--- src/rtl/mfb_pkg.sv ---
package mfb_pkg;

  localparam int ScreenWidth  = 64;
  localparam int ScreenHeight = 32;
  localparam int TileRows     = 64;
  localparam int TileCols     = 64;

  localparam int FramePages = (ScreenHeight + 7) / 8;
  localparam int FrameBytes = ScreenWidth * FramePages;
  localparam int TileBytes  = TileCols * ((TileRows + 7) / 8);
  localparam int FrameAw    = $clog2(FrameBytes);
  localparam int TileAw     = $clog2(TileBytes);

  localparam logic [2:0] MODE_LOAD  = 3'd0;
  localparam logic [2:0] MODE_CLEAR = 3'd1;
  localparam logic [2:0] MODE_SET   = 3'd2;
  localparam logic [2:0] MODE_CLR   = 3'd3;
  localparam logic [2:0] MODE_BLIT  = 3'd4;
  localparam logic [2:0] MODE_READ  = 3'd5;

  // Controller -> datapath commands.
  typedef struct packed {
    logic latch;       // capture request fields
    logic tile_wr;     // write tile byte
    logic frame_rd;    // read frame byte at current address
    logic frame_wr;    // write modified byte
    logic sweep_inc;   // advance clear sweep counter
    logic sweep_wr;    // write zero at sweep counter
    logic blit_rd;     // read tile and frame for current blit pixel
    logic blit_step;   // advance blit counters
    logic take_read;   // load result register from frame read data
  } mfb_cmd_t;

  // Datapath -> controller status.
  typedef struct packed {
    logic sweep_last;
    logic blit_empty;
    logic blit_last;
  } mfb_status_t;

endpackage

--- src/rtl/mfb_ctrl.sv ---
module mfb_ctrl import mfb_pkg::*; (
  input  logic        clk,
  input  logic        rst,
  input  logic        in_valid,
  output logic        in_ready,
  input  logic [2:0]  mode,
  output logic        out_valid,
  input  logic        out_ready,
  input  mfb_status_t status,
  output mfb_cmd_t    cmd
);

  typedef enum logic [7:0] {
    S_IDLE  = 8'b00000001,
    S_DEC   = 8'b00000010,
    S_SWEEP = 8'b00000100,
    S_PRD   = 8'b00001000,
    S_PWR   = 8'b00010000,
    S_BWR   = 8'b00100000,
    S_RDW   = 8'b01000000,
    S_INIT  = 8'b10000000
  } state_t;

  state_t state, state_next;
  logic [2:0] r_mode;
  logic out_valid_next;

  assign in_ready = (state == S_IDLE) && !out_valid;

  always_comb begin
    state_next = state;
    cmd = '0;
    out_valid_next = out_valid && !out_ready;
    cmd.latch = in_valid && in_ready;
    case (state)
      S_IDLE:  if (cmd.latch) state_next = S_DEC;
      S_INIT: begin
        // zero the frame after reset, no result
        cmd.sweep_wr = 1'b1; cmd.sweep_inc = 1'b1;
        if (status.sweep_last) state_next = S_IDLE;
      end
      S_DEC: begin
        case (r_mode)
          MODE_LOAD: begin
            cmd.tile_wr = 1'b1; out_valid_next = 1'b1; state_next = S_IDLE;
          end
          MODE_CLEAR: state_next = S_SWEEP;
          MODE_SET, MODE_CLR: begin
            cmd.frame_rd = 1'b1; state_next = S_PWR;
          end
          MODE_BLIT: begin
            if (status.blit_empty) begin
              out_valid_next = 1'b1; state_next = S_IDLE;
            end else begin
              cmd.blit_rd = 1'b1; state_next = S_BWR;
            end
          end
          MODE_READ: state_next = S_RDW;
          default: begin
            out_valid_next = 1'b1; state_next = S_IDLE;
          end
        endcase
      end
      S_SWEEP: begin
        cmd.sweep_wr = 1'b1; cmd.sweep_inc = 1'b1;
        if (status.sweep_last) begin
          out_valid_next = 1'b1; state_next = S_IDLE;
        end
      end
      S_PWR: begin
        cmd.frame_wr = 1'b1; out_valid_next = 1'b1; state_next = S_IDLE;
      end
      S_BWR: begin
        cmd.frame_wr = 1'b1;
        if (status.blit_last) begin
          out_valid_next = 1'b1; state_next = S_IDLE;
        end else begin
          cmd.blit_step = 1'b1; state_next = S_PRD;
        end
      end
      S_PRD: begin
        cmd.blit_rd = 1'b1; state_next = S_BWR;
      end
      S_RDW: begin
        cmd.take_read = 1'b1; out_valid_next = 1'b1; state_next = S_IDLE;
      end
      default: state_next = S_IDLE;
    endcase
  end

  always_ff @(posedge clk) begin
    if (rst) begin
      state <= S_INIT;
      out_valid <= 1'b0;
    end else begin
      state <= state_next;
      out_valid <= out_valid_next;
    end
    if (cmd.latch) r_mode <= mode;
  end

endmodule

--- config.mk ---
export PLATFORM = sky130hd
export DESIGN_NAME = mfb_ctrl
export DESIGN_NICKNAME = d
export VERILOG_FILES = /design/src/rtl/mfb_pkg.sv /design/src/rtl/mfb_ctrl.sv
export SDC_FILE = /design/constraint.sdc
export NUM_CORES = 1
export LEC_CHECK = 0
export BUFFER_PORTS_ARGS = -buffer_cell sky130_fd_sc_hd__clkbuf_2
export CORE_UTILIZATION = 47
export CTS_CLUSTER_DIAMETER = 40
export DETAILED_ROUTE_END_ITERATION = 10
export PLACE_DENSITY = 0.86
export SKIP_LAST_GASP = 1
export SLEW_MARGIN = 0
export SYNTH_ARGS = -nofsm -noshare
export SYNTH_HDL_FRONTEND = slang
export SYNTH_SLANG_ARGS = --single-unit
--- constraint.sdc ---
create_clock -name clk -period 2.7 [get_ports clk]
set_clock_uncertainty 0.1 [all_clocks]
set_input_delay 0.675 -clock clk [delete_from_list [all_inputs] [get_ports clk]]
set_output_delay 0.675 -clock clk [all_outputs]
set_load 0.05 [all_outputs]
==> out/results.ini <==
[timing]
setup_viol=1
worst_pin_slew_ps=338
period_share_pct=101
rsz0062_at_grt=true
relSlewSlack_pct=77.4
hold_viol_final=0
fin_crit_ps=2730
fin_hold_ws_ps=447
setup_slack_ps=-25.8
max_clock_freq_mhz=367
drv_slew=0

[global_route]
grt_max_degree=8
grt_pass1_wl_um=2440
grtUsageTotal_pct=24.5
antenna_found_initial=0
first_global_vias=606
grt.overflow.total=0

[critical_path]
path_delay_family=simple AND/OR/NAND/NOR gates
endpoint_kind=output port
max_stage_delay_ps=560
worstPathRequired_ps=1920
cp_cell_sequence=or4_4, nor3_2, nand2_1, nor2_1, clkbuf_4
crit_buf_inv=1
worstSetupPathType=reg2out
start_kind=flop
cp_max_fo=4
arrival_ps=1950
crit_slowest_cell=or4_4

[synth]
yosys_most_used_dff=dfxtp_1
synth_top_area_cell=dfxtp_1
yosysTopAreaCellShare_pct=28.8
synth_edf_count=3
synth_area_sq_um=626
syn_nets=79
ys_ff_latch=12
syn_inst=69
yosysSeqAreaShare_pct=43.2
ys_async_sr_fraction_pct=0
post_synth_main_area_contributors=dfxtp_1 (29%), edfxtp_1 (14%), nor2_1 (5.4%)
synth_cell_types=30
syn_area_per_cell_sq_um=9.07
synth_common_cells=dfxtp_1 (9), nor2_1 (9), nor3_1 (5), nand2b_1 (4), nor2b_1 (4)
yosysWarnings=0

[route]
wl_um=1660
route.detailed.drc=0
vias_per_cell=6.19
drtAntennaViolNets=0
drtIter0Drc=20
wl_per_cell_um=15.2
drtPass1Iterations=4
via_count=675

[cts]
clkSinkCount=12
h-tree-depth=1
insertion_delay_ps=280
clockBufferDepth=2
path_clk_slew_ps=70
cts_buffers=3
cts_tree=built
ctsRootBufferMaster=clkbuf_4

[layout]
multi_input_area_sq_um=398
register_area_sq_um=273
design_area_sq_um=868
final_nets=106
syn_to_final_growth_pct=38.8
n_antenna_cell=0
nFillCells=84
drive_gt1_share_pct=43.2

[pwr]
cellPowerDensity_nw_per_um2=456
irDropWorstVdd_uv=316
p_leak_nw=0.359

[status]
violations=setup timing
status=complete, but fails checks

[floorplanning]
die-area_sq_um=1480
placementRows=12
coreArea_sq_um=1170
start_util_pct=53.4
dieHeight_um=38.5
chipWidth_um=38.5
io_pins=21

[placed_design]
dp_hpwl_um=1150
dpl_cell_area_sq_um=764
gp_congestion=0.876
io_buffers=20

[job]
maxCapViolCount=0

[min_path]
hold_path.class=reg2reg

-- power by group --
group | total [mW] | internal [mW] | switching, mW
logic | 0.0815 | 0.0311 | 0.0504
clock network | 0.119 | 0.0573 | 0.0613
registers | 0.196 | 0.190 | 0.00656
total | 0.396 | 0.278 | 0.118
-- final timing paths --
check / depth (start not counted) / slack (ps) / from / end
worst max-delay path: 5 / -30 / state[6]$_SDFFE_PP0P_ / cmd[1]
worst min-delay path: 2 / 450 / state[7]$_SDFFE_PP1P_ / state[7]$_SDFFE_PP1P_
worst max register to register: 5 / 680 / state[6]$_SDFFE_PP0P_ / state[5]$_SDFFE_PP0P_
worst min register to register: 2 / 450 / state[7]$_SDFFE_PP1P_ / state[7]$_SDFFE_PP1P_
-- flip-flops by register name, summed over array words and instances (netlist names) --
name       flops
r_mode         3
state          8
out_valid      1
-- layout by cell type (no fill, tap or decap), types with 2 or more instances in the layout --
cell type  count
nor2_1         8
dfxtp_1        7
edfxtp_1       3
clkbuf_2      15
clkbuf_4       5
nor2b_1        4
and2_1         2
nand2b_1       4
buf_4          4
nor3_1         4
nand3_1        2
or4_4          2
a31oi_1        3
nand2_1        2
buf_8          2
nand3b_1       2
dfxtp_2        2
-- routing by layer --
metal  up-vias  share of wire (%)  GRT usage (%)  routed length, um
li1        311                  -              -                  -
met1       309                 40           26.8                657
met2        46                 50           40.4                822
met3         9                7.4           4.65                122
met4         0                3.4           19.8                 57
met5         -                  0              0                  0
-- tightest hold or removal path: cells and delay by family (launching register included) --
family,cells,cell delay [ps]
DFF,1,360
AOI/OAI and AO/OA,1,90
and+or+nand+nor,1,50
-- cell type report --
type / instances / area share (%)
Sequential cell: 12 / 31.4
Timing Repair Buffer: 23 / 17.3
Clock buffer: 4 / 3.03
Inverter: 1 / 0.432
Tap cell: 14 / 2.02
Multi-Input combinational cell: 55 / 45.8
-- cells by family (layout without fill, tap and decap cells) --
group | count (synthesis) | count (layout) | synth area share [%]
simple gates | 42 | 42 | 39.4
flops | 12 | 12 | 43.2
buf+inv | 2 | 28 | 1.80
compound gates | 13 | 13 | 15.6
-- what timing repair did --
| action | 4_1_cts | 5_1_grt |
|---|---|---|
| setup buffers | 0 | 2 |
| resized for setup | 8 | 11 |
| pin swaps | 1 | 0 |
| hold buffers | 0 | 0 |
| setup endpoints to repair | 8 | 7 |
| gates cloned | 0 | 0 |
-- metrics by stage --
stage          worst slack [ps]  TNS [ps]  utilization (%)  total power, mW  cells
6_report                  -25.8     -25.8             74.1            0.396    109
5_1_grt                   -74.9      -179             74.1            0.412    109
4_1_cts                  -0.353    -0.353             70.4            0.390    107
3_5_place_dp                159         0             65.3            0.267    103
3_3_place_gp                192         0             65.3            0.265    103
2_1_floorplan              -184      -282                -            0.250     69
No activity file was read; power rests on OpenSTA's default activity.
